**config.mk**
```make
export PLATFORM = sky130hd
export DESIGN_NAME = fretboard_note_placement_top
export DESIGN_NICKNAME = d
export VERILOG_FILES = /design/src/sv/fnp_pkg.sv /design/src/sv/fnp_row_mem.sv /design/src/sv/fnp_string_unit.sv /design/src/sv/fretboard_note_placement_top.sv
export SDC_FILE = /design/constraint.sdc
export NUM_CORES = 2
export LEC_CHECK = 0
export ABC_CLOCK_PERIOD_IN_PS = 57100
export BUFFER_PORTS_ARGS = -buffer_cell sky130_fd_sc_hd__buf_2
export CORE_MARGIN = 3
export CORE_UTILIZATION = 30
export CTS_BUF_LIST = sky130_fd_sc_hd__clkbuf_16
export DETAILED_ROUTE_END_ITERATION = 10
export PLACE_DENSITY = 0.49
export SLEW_MARGIN = 20
export SYNTH_ARGS = -nofsm -noshare
export SYNTH_HDL_FRONTEND = slang
export SYNTH_SLANG_ARGS = --single-unit
export TNS_END_PERCENT = 20
```
**constraint.sdc**
```tcl
create_clock -name aclk -period 57.1 [get_ports aclk]
set_clock_uncertainty 0.1 [all_clocks]
set_input_delay 11.42 -clock aclk [delete_from_list [all_inputs] [get_ports aclk]]
set_output_delay 11.42 -clock aclk [all_outputs]
set_load 0.01 [all_outputs]
```
**src/sv/fnp_pkg.sv**
```systemverilog
// Shared types and constants for the fretboard note placement block.
package fnp_pkg;

    localparam logic [1:0] FUNC_NOTE_ON  = 2'd0;
    localparam logic [1:0] FUNC_NOTE_OFF = 2'd1;
    localparam logic [1:0] FUNC_ALL_OFF  = 2'd2;
    localparam logic [1:0] FUNC_READ     = 2'd3;

    localparam int TUNING_REGS = 6;
    localparam logic [2:0] CAPO_REG = 3'd6;

    localparam int NOTE_W = 7;
    localparam int FRET_W = 5;
    localparam int MASK_W = 16;

    typedef struct packed {
        logic              ok;
        logic              busy;
        logic [FRET_W-1:0] fret;
    } eval_t;

    function automatic logic [NOTE_W-1:0] tuning_reset(input int idx);
        logic [NOTE_W-1:0] val;
        case (idx)
            0: val = 7'd40;
            1: val = 7'd45;
            2: val = 7'd50;
            3: val = 7'd55;
            4: val = 7'd59;
            5: val = 7'd64;
            default: val = 7'd0;
        endcase
        return val;
    endfunction

endpackage

```
**src/sv/fnp_row_mem.sv**
```systemverilog
// One row per string of channel masks, registered read, per-row valid bits.
module fnp_row_mem #(
    parameter int DEPTH  = 6,
    parameter int WIDTH  = 400,
    parameter int ADDR_W = 3
) (
    input  logic                         aclk,
    input  logic                         aresetn,
    input  logic                         clr,
    input  logic                         we,
    input  logic [ADDR_W-1:0]            waddr,
    input  logic [WIDTH-1:0]             wdata,
    input  logic [ADDR_W-1:0]            raddr,
    output logic [WIDTH-1:0]             rdata
);

    logic [WIDTH-1:0] mem [DEPTH];
    logic [DEPTH-1:0] valid_reg;
    logic [WIDTH-1:0] rdata_reg;
    logic             rvalid_reg;

    always_ff @(posedge aclk) begin
        if (we) begin
            mem[waddr] <= wdata;
        end
        rdata_reg <= mem[raddr];
    end

    always_ff @(posedge aclk) begin
        if (!aresetn) begin
            valid_reg  <= '0;
            rvalid_reg <= 1'b0;
        end else begin
            if (clr) begin
                valid_reg <= '0;
            end else if (we) begin
                valid_reg[waddr] <= 1'b1;
            end
            rvalid_reg <= valid_reg[raddr];
        end
    end

    assign rdata = rvalid_reg ? rdata_reg : '0;

endmodule

```
**src/sv/fnp_string_unit.sv**
```systemverilog
// Shared per-string unit: fret, validity, busy test and row update.
module fnp_string_unit #(
    parameter int FRET_COUNT   = 25,
    parameter int CHANNEL_BITS = 16
) (
    input  logic [1:0]                           func,
    input  logic [CHANNEL_BITS-1:0]              ch,
    input  logic [fnp_pkg::NOTE_W-1:0]           note,
    input  logic [fnp_pkg::NOTE_W-1:0]           tuning,
    input  logic [fnp_pkg::FRET_W-1:0]           capo,
    input  logic [fnp_pkg::FRET_W-1:0]           mod_fret,
    input  logic [FRET_COUNT*CHANNEL_BITS-1:0]   row,
    output fnp_pkg::eval_t                       eval,
    output logic [FRET_COUNT*CHANNEL_BITS-1:0]   new_row,
    output logic [CHANNEL_BITS-1:0]              cell_data
);

    logic [fnp_pkg::NOTE_W:0]   diff;
    logic [fnp_pkg::FRET_W-1:0] tgt;

    assign diff = {1'b0, note} - {1'b0, tuning};

    always_comb begin
        eval.ok   = !diff[fnp_pkg::NOTE_W]
                    && diff[fnp_pkg::NOTE_W-1:0] >= {2'b00, capo}
                    && diff[fnp_pkg::NOTE_W-1:0] < 7'(FRET_COUNT);
        eval.busy = |(row & {FRET_COUNT{ch}});
        eval.fret = diff[fnp_pkg::FRET_W-1:0];
    end

    assign tgt = (func == fnp_pkg::FUNC_NOTE_OFF) ? eval.fret : mod_fret;

    always_comb begin
        logic                    hit;
        logic [CHANNEL_BITS-1:0] old;
        cell_data = '0;
        new_row   = row;
        for (int f = 0; f < FRET_COUNT; f++) begin
            hit = (tgt == 5'(f));
            old = row[f*CHANNEL_BITS +: CHANNEL_BITS];
            if (hit) begin
                cell_data = old;
            end
            case (func)
                fnp_pkg::FUNC_NOTE_ON: begin
                    if (hit) begin
                        new_row[f*CHANNEL_BITS +: CHANNEL_BITS] = old | ch;
                    end
                end
                fnp_pkg::FUNC_NOTE_OFF: begin
                    if (hit && eval.ok) begin
                        new_row[f*CHANNEL_BITS +: CHANNEL_BITS] = old & ~ch;
                    end
                end
                fnp_pkg::FUNC_ALL_OFF: begin
                    new_row[f*CHANNEL_BITS +: CHANNEL_BITS] = old & ~ch;
                end
                default: begin
                    new_row[f*CHANNEL_BITS +: CHANNEL_BITS] = old;
                end
            endcase
        end
    end

endmodule

```
**src/sv/fretboard_note_placement_top.sv**
```systemverilog
// Top level: fretboard note placement with sequencer and APB register file.
//
// Input channel (s_*): one event per transfer - note on, note off, all notes
// off or read cell. Result channel (m_*): exactly one result per event.
// Registers: tuning_0..5 at byte addresses 0..20, capo at 24, over APB.
// One shared string unit walks the strings in turn, each in a row read
// state and an evaluate/write state, so the row memory port sets the pace.
// A placed note on ends with a read and write-back of the chosen string;
// note off and all off write each string as it is evaluated; a read visits
// only the selected string, or none when the cell lies outside the board.
// One event at a time: s_ready is high only when the sequencer is idle, from
// the cycle m_valid rises, so a new event is taken only once the result of
// the last one has reached the output register.
// A finished result waits in the output register; the next event is taken
// meanwhile, and its result is held back until the receiver takes the first.
// Reset restores default tuning and capo and empties the board at once
// (row valid bits, no clearing pass); any accepted register write also empties the board.
module fretboard_note_placement_top #(
    parameter int NUM_STRINGS  = 6,
    parameter int FRET_COUNT   = 25,
    parameter int CHANNEL_BITS = 16
) (
    input  logic        aclk,
    input  logic        aresetn,
    input  logic        s_valid,
    output logic        s_ready,
    input  logic [1:0]  s_func,
    input  logic [15:0] s_channels,
    input  logic [6:0]  s_note,
    input  logic [2:0]  s_string_sel,
    input  logic [4:0]  s_fret_sel,
    output logic        m_valid,
    input  logic        m_ready,
    output logic        m_placed,
    output logic [2:0]  m_string_out,
    output logic [4:0]  m_fret_out,
    output logic [15:0] m_cell_mask,
    input  logic        psel,
    input  logic        penable,
    input  logic        pwrite,
    input  logic [4:0]  paddr,
    input  logic [31:0] pwdata,
    output logic [31:0] prdata,
    output logic        pready
);

    localparam int SIW = (NUM_STRINGS > 1) ? $clog2(NUM_STRINGS) : 1;
    localparam int RW  = FRET_COUNT * CHANNEL_BITS;

    localparam logic [2:0] ST_IDLE = 3'd0;
    localparam logic [2:0] ST_RD   = 3'd1;
    localparam logic [2:0] ST_EV   = 3'd2;
    localparam logic [2:0] ST_BRD  = 3'd3;
    localparam logic [2:0] ST_BWR  = 3'd4;
    localparam logic [2:0] ST_OUT  = 3'd5;

    logic [6:0] tuning_reg [NUM_STRINGS];
    logic [4:0] capo_reg;

    logic [2:0] state_reg, state_next;
    logic [1:0] func_reg;
    logic [CHANNEL_BITS-1:0] ch_reg;
    logic [6:0] note_reg;
    logic [4:0] fsel_reg;
    logic [SIW-1:0] addr_reg, addr_next;
    logic found_reg, found_next;
    logic [SIW-1:0] best_str_reg, best_str_next;
    logic [4:0] best_fret_reg, best_fret_next;
    logic [5:0] best_key_reg, best_key_next;
    logic [CHANNEL_BITS-1:0] cell_reg, cell_next;

    logic s_xfer, m_xfer, last, better, in_range, mem_we;
    logic [5:0] key_now;
    logic [4:0] mod_fret;
    logic [RW-1:0] row, new_row;
    logic [CHANNEL_BITS-1:0] cell_data;
    fnp_pkg::eval_t eval;

    logic       cfg_we, tuning_hit, capo_ok, cfg_clr;
    logic [2:0] cfg_idx;

    // register file
    assign pready     = 1'b1;
    assign cfg_we     = psel && penable && pwrite;
    assign cfg_idx    = paddr[4:2];
    assign tuning_hit = cfg_idx < 3'(fnp_pkg::TUNING_REGS)
                        && {1'b0, cfg_idx} < 4'(NUM_STRINGS);
    assign capo_ok    = cfg_idx == fnp_pkg::CAPO_REG
                        && {1'b0, pwdata[4:0]} < 6'(FRET_COUNT);
    assign cfg_clr    = cfg_we && (tuning_hit || capo_ok);

    always_ff @(posedge aclk) begin
        if (!aresetn) begin
            for (int i = 0; i < NUM_STRINGS; i++) begin
                tuning_reg[i] <= fnp_pkg::tuning_reset(i);
            end
            capo_reg <= '0;
        end else if (cfg_we) begin
            for (int i = 0; i < NUM_STRINGS; i++) begin
                if (tuning_hit && cfg_idx == 3'(i)) begin
                    tuning_reg[i] <= pwdata[6:0];
                end
            end
            if (capo_ok) begin
                capo_reg <= pwdata[4:0];
            end
        end
    end

    always_comb begin
        prdata = '0;
        if (tuning_hit) begin
            prdata = 32'(tuning_reg[cfg_idx[SIW-1:0]]);
        end else if (cfg_idx == fnp_pkg::CAPO_REG) begin
            prdata = 32'(capo_reg);
        end
    end

    // datapath
    fnp_row_mem #(
        .DEPTH  (NUM_STRINGS),
        .WIDTH  (RW),
        .ADDR_W (SIW)
    ) u_mem (
        .aclk    (aclk),
        .aresetn (aresetn),
        .clr     (cfg_clr),
        .we      (mem_we),
        .waddr   (addr_reg),
        .wdata   (new_row),
        .raddr   (addr_reg),
        .rdata   (row)
    );

    assign mod_fret = (func_reg == fnp_pkg::FUNC_READ) ? fsel_reg : best_fret_reg;

    fnp_string_unit #(
        .FRET_COUNT   (FRET_COUNT),
        .CHANNEL_BITS (CHANNEL_BITS)
    ) u_unit (
        .func      (func_reg),
        .ch        (ch_reg),
        .note      (note_reg),
        .tuning    (tuning_reg[addr_reg]),
        .capo      (capo_reg),
        .mod_fret  (mod_fret),
        .row       (row),
        .eval      (eval),
        .new_row   (new_row),
        .cell_data (cell_data)
    );

    // sequencer
    assign s_ready  = (state_reg == ST_IDLE);
    assign s_xfer   = s_valid && s_ready;
    assign m_xfer   = m_valid && m_ready;
    assign last     = (addr_reg == SIW'(NUM_STRINGS - 1));
    assign key_now  = {eval.busy, eval.fret};
    assign better   = eval.ok && (!found_reg || key_now < best_key_reg);
    assign in_range = {1'b0, s_string_sel} < 4'(NUM_STRINGS)
                      && {1'b0, s_fret_sel} < 6'(FRET_COUNT);
    assign mem_we   = (state_reg == ST_BWR)
                      || (state_reg == ST_EV
                          && (func_reg == fnp_pkg::FUNC_NOTE_OFF
                              || func_reg == fnp_pkg::FUNC_ALL_OFF));

    always_comb begin
        state_next     = state_reg;
        addr_next      = addr_reg;
        found_next     = found_reg;
        best_str_next  = best_str_reg;
        best_fret_next = best_fret_reg;
        best_key_next  = best_key_reg;
        cell_next      = cell_reg;
        case (state_reg)
            ST_IDLE: begin
                if (s_xfer) begin
                    found_next     = 1'b0;
                    best_str_next  = '0;
                    best_fret_next = '0;
                    best_key_next  = '0;
                    cell_next      = '0;
                    addr_next      = '0;
                    state_next     = ST_RD;
                    if (s_func == fnp_pkg::FUNC_READ) begin
                        if (in_range) begin
                            addr_next = s_string_sel[SIW-1:0];
                        end else begin
                            state_next = ST_OUT;
                        end
                    end
                end
            end
            ST_RD: begin
                state_next = ST_EV;
            end
            ST_EV: begin
                if (func_reg == fnp_pkg::FUNC_READ) begin
                    cell_next  = cell_data;
                    state_next = ST_OUT;
                end else begin
                    if (func_reg == fnp_pkg::FUNC_NOTE_ON && better) begin
                        found_next     = 1'b1;
                        best_str_next  = addr_reg;
                        best_fret_next = eval.fret;
                        best_key_next  = key_now;
                    end
                    if (!last) begin
                        addr_next  = addr_reg + 1'b1;
                        state_next = ST_RD;
                    end else if (func_reg == fnp_pkg::FUNC_NOTE_ON && found_next) begin
                        addr_next  = best_str_next;
                        state_next = ST_BRD;
                    end else begin
                        state_next = ST_OUT;
                    end
                end
            end
            ST_BRD: begin
                state_next = ST_BWR;
            end
            ST_BWR: begin
                state_next = ST_OUT;
            end
            ST_OUT: begin
                if (!m_valid || m_ready) begin
                    state_next = ST_IDLE;
                end
            end
            default: begin
                state_next = ST_IDLE;
            end
        endcase
    end

    always_ff @(posedge aclk) begin
        if (!aresetn) begin
            state_reg <= ST_IDLE;
            found_reg <= 1'b0;
            addr_reg  <= '0;
            m_valid   <= 1'b0;
        end else begin
            state_reg <= state_next;
            found_reg <= found_next;
            addr_reg  <= addr_next;
            if (state_reg == ST_OUT && (!m_valid || m_ready)) begin
                m_valid <= 1'b1;
            end else if (m_xfer) begin
                m_valid <= 1'b0;
            end
        end
    end

    always_ff @(posedge aclk) begin
        best_str_reg  <= best_str_next;
        best_fret_reg <= best_fret_next;
        best_key_reg  <= best_key_next;
        cell_reg      <= cell_next;
        if (s_xfer) begin
            func_reg <= s_func;
            ch_reg   <= s_channels[CHANNEL_BITS-1:0];
            note_reg <= s_note;
            fsel_reg <= s_fret_sel;
        end
        if (state_reg == ST_OUT && (!m_valid || m_ready)) begin
            m_placed     <= found_reg;
            m_string_out <= 3'(best_str_reg);
            m_fret_out   <= best_fret_reg;
            m_cell_mask  <= 16'(cell_reg);
        end
    end

`ifndef ASSERT_OFF
    a_we_state: assert property (@(posedge aclk) disable iff (!aresetn)
        mem_we |-> (state_reg == ST_EV || state_reg == ST_BWR))
        else $error("row write outside evaluate or write-back");

    a_place_range: assert property (@(posedge aclk) disable iff (!aresetn)
        (m_valid && m_placed) |->
            ({1'b0, m_string_out} < 4'(NUM_STRINGS)
             && {1'b0, m_fret_out} < 6'(FRET_COUNT)))
        else $error("placement outside the board");

    a_place_excl: assert property (@(posedge aclk) disable iff (!aresetn)
        (m_valid && m_cell_mask != '0) |-> !m_placed)
        else $error("cell mask reported with a placement");

    a_busy_after: assert property (@(posedge aclk) disable iff (!aresetn)
        s_xfer |=> !s_ready)
        else $error("input taken while an event is in progress");
`endif

endmodule

```
# After elaboration in Yosys (flattened, before gate mapping)
# Memories as Yosys holds them, arrays and structs flattened. A register that Yosys moved wholly into a read port is not among the register bits.
# Cells that the tools add are included.
[word_totals]
memories = 2
word_cells = 396
in_bits = 77
mem_bits_rw = 2442
ff_bits = 105
[classes]
n_mux = 188
magnitude_cmp = 10
eq_ne = 46
addsub = 2
reduce_logical = 69
n_bitwise = 60
[memory_table]
columns = ["memory", "depth", "word_bits", "rd", "rd_ports_with_merged_regs", "write_ports", "line_no", "rtl"]
rows = [
  ["u_mem.mem", 6, 400, 1, 1, 1, "fnp_row_mem.sv:17", "logic [WIDTH-1:0] mem [DEPTH];"],
  ["tuning_reg", 6, 7, 2, 1, 6, "fretboard_note_placement_top.sv:57", "logic [6:0] tuning_reg [NUM_STRINGS];"],
]
[ops]
columns = ["cell", "count"]
rows = [
  ["16-bit 2-to-1 mux", 77],
  ["16-bit one-hot mux with 3 select lines", 25],
  ["16-bit AND", 25],
  ["400-bit AND", 1],
  ["400-bit 2-to-1 mux", 1],
  ["16-bit bitwise OR", 25],
  ["400-bit OR reduction", 1],
  ["7-bit 2-to-1 mux", 13],
  ["3-bit 2-to-1 mux", 18],
  ["1-bit logical AND", 47],
  ["5-bit equality test (second input constant)", 9],
  ["5-bit by 4-bit equality test with 1-bit output (second input constant)", 8],
  ["1-bit 2-to-1 mux", 36],
  ["16-bit one-hot mux with 2 select lines", 1],
  ["5-bit 2-to-1 mux", 6],
  ["5-bit by 3-bit equality test with 1-bit output (second input constant)", 4],
  ["3-bit equality test (second input constant)", 6],
  ["6-bit 2-to-1 mux", 3],
  ["3-bit one-hot mux with 6 select lines", 1],
  ["16-bit inverter", 1],
  ["3-bit by 2-bit equality test with 1-bit output (second input constant)", 4],
  ["3-bit one-hot mux with 2 select lines", 2],
  ["6-bit one-hot mux with 2 select lines", 1],
  ["5-bit by 2-bit equality test with 1-bit output (second input constant)", 2],
  ["33 further kinds", 58],
]

# Longest topological paths before layout
[depth]
word_depth = 31
depth_mapped = 19

# Cells and area by module
# From an unflattened synthesis, not the netlist that was laid out.
[unflattened]
cells_unflattened = 7480
area_unflattened_um2 = 123439.6
[by_module_without_submodules]
columns = ["module", "n_inst", "seq_area_each_um2", "cells_each", "area_per_inst_um2"]
rows = [
  ["fnp_row_mem", 1, 80216.9, 4648, 102449.5],
  ["fnp_string_unit", 1, 0.0, 2356, 14725.4],
  ["fretboard_note_placement_top", 1, 3983.8, 476, 6264.8],
]

# Worst setup path after synthesis
# No wires, ideal clock.
[synth_timing]
path_type = "register to register"
startpoint = "reg func_reg[0]"
endpoint = "mem u_mem.mem[2][0], enable pin"
slack_ps = 12865
t_arrival_ps = 41853
stages_incl_launch_ff = 6
setup_ps = 2282
period_less_slack_ps = 44235
cell_sequence = "edfxtp_1 inv_1 ha_1 nand3b_1 a21oi_1 nor4b_1"
[synth_via]
elab_chain_len = 6
[synth_lines]
columns = ["item", "line_no", "rtl"]
rows = [
  ["start: declaration", "fretboard_note_placement_top.sv:61", "logic [1:0] func_reg;"],
  ["start signal: assignment", "fretboard_note_placement_top.sv:260", "func_reg <= s_func;"],
  ["2-bit by 1-bit equality test with 1-bit output or 2-bit equality test (tied branches)", "fretboard_note_placement_top.sv:164, fretboard_note_placement_top.sv:165", ""],
  ["1-bit logical OR *", "fretboard_note_placement_top.sv:165", "|| func_reg == fnp_pkg::FUNC_ALL_OFF));"],
  ["1-bit logical AND *", "fretboard_note_placement_top.sv:164", "&& (func_reg == fnp_pkg::FUNC_NOTE_OFF"],
  ["1-bit logical OR *", "fretboard_note_placement_top.sv:163", "|| (state_reg == ST_EV"],
  ["1-bit 2-to-1 mux *", "fnp_row_mem.sv:23", "if (we) begin"],
  ["1-bit 2-to-1 mux (implied by the code) *", "fnp_row_mem.sv:24", "mem[waddr] <= wdata;"],
  ["end: declaration", "fnp_row_mem.sv:17", ""],
]
# Mark *: on every way between the ends. The rest lies on a longest branch, timed or not.

# Final worst setup path
[layout_timing]
startpoint = "in paddr[2]"
endpoint = "out prdata[2]"
[layout_via]
elab_chain_len = 3
[layout_lines]
columns = ["item", "line_no", "rtl"]
rows = [
  ["start: declaration", "fretboard_note_placement_top.sv:41", "input logic [4:0] paddr,"],
  ["3-bit < comparator or 3-bit equality test (tied branches)", "fretboard_note_placement_top.sv:86, fretboard_note_placement_top.sv:87, fretboard_note_placement_top.sv:114", ""],
  ["1-bit logical AND or 5-bit 2-to-1 mux (tied branches)", "fretboard_note_placement_top.sv:87, fretboard_note_placement_top.sv:114", ""],
  ["7-bit 2-to-1 mux *", "fretboard_note_placement_top.sv:112", "if (tuning_hit) begin"],
  ["end: declaration", "fretboard_note_placement_top.sv:43", "output logic [31:0] prdata,"],
]
# Marked as above.

==> impl_metrics.tcl <==
set metrics [dict create \
    antenna_left 0 \
    track_usage_pct 20.2 \
    die_area_um2 401000 \
    startpoint_type "primary input" \
    ys_seq_area_share_pct 71.3 \
    hold_viol_final 0 \
    violations "design-rule violations" \
    setup_slack_ns 32.54 \
    min_path_type "reg2reg" \
    rows 229 \
    critical_path_class "in2out" \
    setup-tns-final_ns 0 \
    intPower_mw 3.83 \
    drtIter0Drc 10500 \
    post-route-period-util_pct 43.0 \
    nNetsFinal 7736 \
    dr_total_vias 74500 \
    grt_max_degree 181 \
    synth.most_common_cell "edfxtp_1" \
    holdBufCountCts 0 \
    drt-total-wl_um 419000 \
    p_leak_nw 41.3 \
    cts_tree "built" \
    drc 2 \
    cts.clk_slew.worst_paths_ns 0.05 \
    vdd_drop_max_v 0.0000268 \
    clkPwrFrac_pct 37.2 \
    cts.sinks 2945 \
    synthDistinctLibCells 102 \
    pre_cts_ws_ns 32.54 \
    synthArstFlopShare_pct 0 \
    yosys.area.top_type_share_pct 64.1 \
    core_area_um2 391000 \
    total_power_mw 5.45 \
    max_cap_violations 0 \
    synthCells 7549 \
    largest_register_ffs 2400 \
    start_util_pct 30.2 \
    cts_resized 0 \
    slew_headroom_pct 7.93 \
    yosysTopAreaCell "edfxtp_1" \
    ys.flop_type "edfxtp_1" \
    p_sw_share_pct 29.8 \
    tritoncts.num_buffers 324 \
    holdWs_ns 0.317 \
    ys_ff_latch 2945 \
    grt_pass1_vias 70900 \
    cp_max_fo 26 \
    dieWidth_um 633 \
    power_frac_seq_pct 48.0 \
    max_freq_ghz 0.0407 \
    grt_overflow 0 \
    grt_setup_unrepaired "false" \
    p_sw_mw 1.63 \
    first_pass_iters 11 \
    io_pins 137 \
    io_buffers 83 \
    worst_pin_slew_ns 1.38 \
    cts_setup_buffers 0 \
    drive_gt1_share_pct 17.1 \
    fin_util_pct 34.7 \
    setup_violations 0 \
    period_needed_ns 24.56 \
    outcome "complete, but fails checks" \
    synthToLayoutAreaGrowth_pct 14.8 \
    clk_path_buf_depth 4 \
    grt_pass1_wl_um 577000 \
    comb_power_share_pct 14.8 \
    ys_top_cells_by_count "2522 x edfxtp_1, 535 x a21oi_1, 492 x nor2_1" \
    synth_warnings 0 \
    fill_cells 37200 \
    synth_area_leaders "edfxtp_1 64%, mux4_2 8.0%, dfxtp_1 7.2%" \
    cp-end-kind "output pin" \
    synth-edff-count 2522 \
    synth.avg_cell_area_um2 15.6 \
    dp_hpwl_um 250000 \
    viasPerCell 5.67 \
    chipHeight_um 633 \
    cts_max_level 5 \
    p_per_area_nw_per_um2 40.2 \
    routabilityCongestion 0.916 \
    grt_antenna_before_repair 39 \
    routedWlPerCell_um 31.9 \
    arrival_ns 13.04 \
    slew_viol_final 0 \
    synthesis.area_um2 118000 \
    cts_root_buffer "clkbuf_16" \
    insertion_delay_ns 0.93 \
    required_ns 45.58 \
]
-- path summary, 6_finish.rpt --
kind,from,end,slack [ns],depth (start not counted)
setup / recovery,paddr[2],prdata[2],32.54,5
hold / removal,cell_reg[0]$_SDFFCE_PN0P_,m_cell_mask[0]$_DFFE_PP_,0.32,0
setup reg to reg,flip-flop,u_mem.mem[2][10]$_DFFE_PP_,49.03,19
hold reg to reg,cell_reg[0]$_SDFFCE_PN0P_,m_cell_mask[0]$_DFFE_PP_,0.32,0
-- cells by family after synthesis --
logic type	after synthesis	synth area share, %
DFF	2945	71.3
buffers and inverters	653	2.30
muxes	864	11.8
other	2	0.00636
AOI/OAI and AO/OA	2049	10.5
adders and majority gates	24	0.254
and+or+nand+nor	1007	3.84
xor gates and xnor gates	5	0.0498
-- stage by stage --
| stage | cell area, µm² | instances |
|---|---|---|
| floorplan | 118000 | 7573 |
| detailed placement | 125000 | 12500 |
| finish | 136000 | 13100 |
| global route | 136000 | 13100 |
| global placement | 125000 | 12500 |
| CTS | 135000 | 13100 |
-- per-layer routing --
metal,global-route usage (%),part of all wire (%),vias to the layer above
li1,-,-,30400
met1,27.2,41,38600
met2,29.9,43,4376
met3,5.89,10,1127
met4,9.92,5.7,27
met5,0.143,0.15,-
-- power by group through the flow --
stage,logic [mW],clock network (mW),registers [mW]
after detailed placement,0.780,0,2.65
after global routing,0.832,2.15,2.61
final,0.807,2.03,2.62
after CTS,0.783,2.07,2.61
after floorplan,0.466,0,2.57
after global placement,0.778,0,2.65
-- critical path: stages --
cell	delay, ns
buf_2	0.49
nor2b_1	0.48
a21oi_1	0.13
o21ai_0	0.30
buf_2	0.20
-- cell type report --
cell class                 instances  area (µm²)  share of cell area, %
antenna                           36        90.1                 0.0664
clock buffer                     325        8130                   6.00
clock inverter                   279        2230                   1.64
inverter                          34         130                 0.0960
multi-input combinational       3975       31800                   23.4
sequential                      2945       84200                   62.1
tap                             5197        6500                   4.80
timing repair buffer             355        2540                   1.87
-- layout by cell type, fill, tap and decap left out, drive strengths merged, types with 12 or more instances in the layout --
cell type	synthesis	routed
o41ai	28	28
a211oi	14	14
edfxtp	2522	2522
dfxtp	423	423
a21oi	536	536
a221oi	17	17
nand2	215	215
nor3	36	36
mux2i	441	441
a22oi	49	49
or2	12	12
and3	15	15
nor4	23	23
inv	34	132
and2	25	25
clkbuf	387	325
nand3	60	60
o21ai	749	749
o21a	12	12
o221ai	13	13
conb	2	26
diode	0	36
nand4	39	39
ha	24	24
o311ai	66	66
bufinv	0	22
buf	232	355
a222oi	16	16
o31ai	20	20
a22o	18	18
mux4	418	418
o22ai	17	17
a31oi	219	219
nor2	507	507
clkinv	0	151
o211ai	157	157
nand2b	26	26
Power figures use the tool's default switching activity.
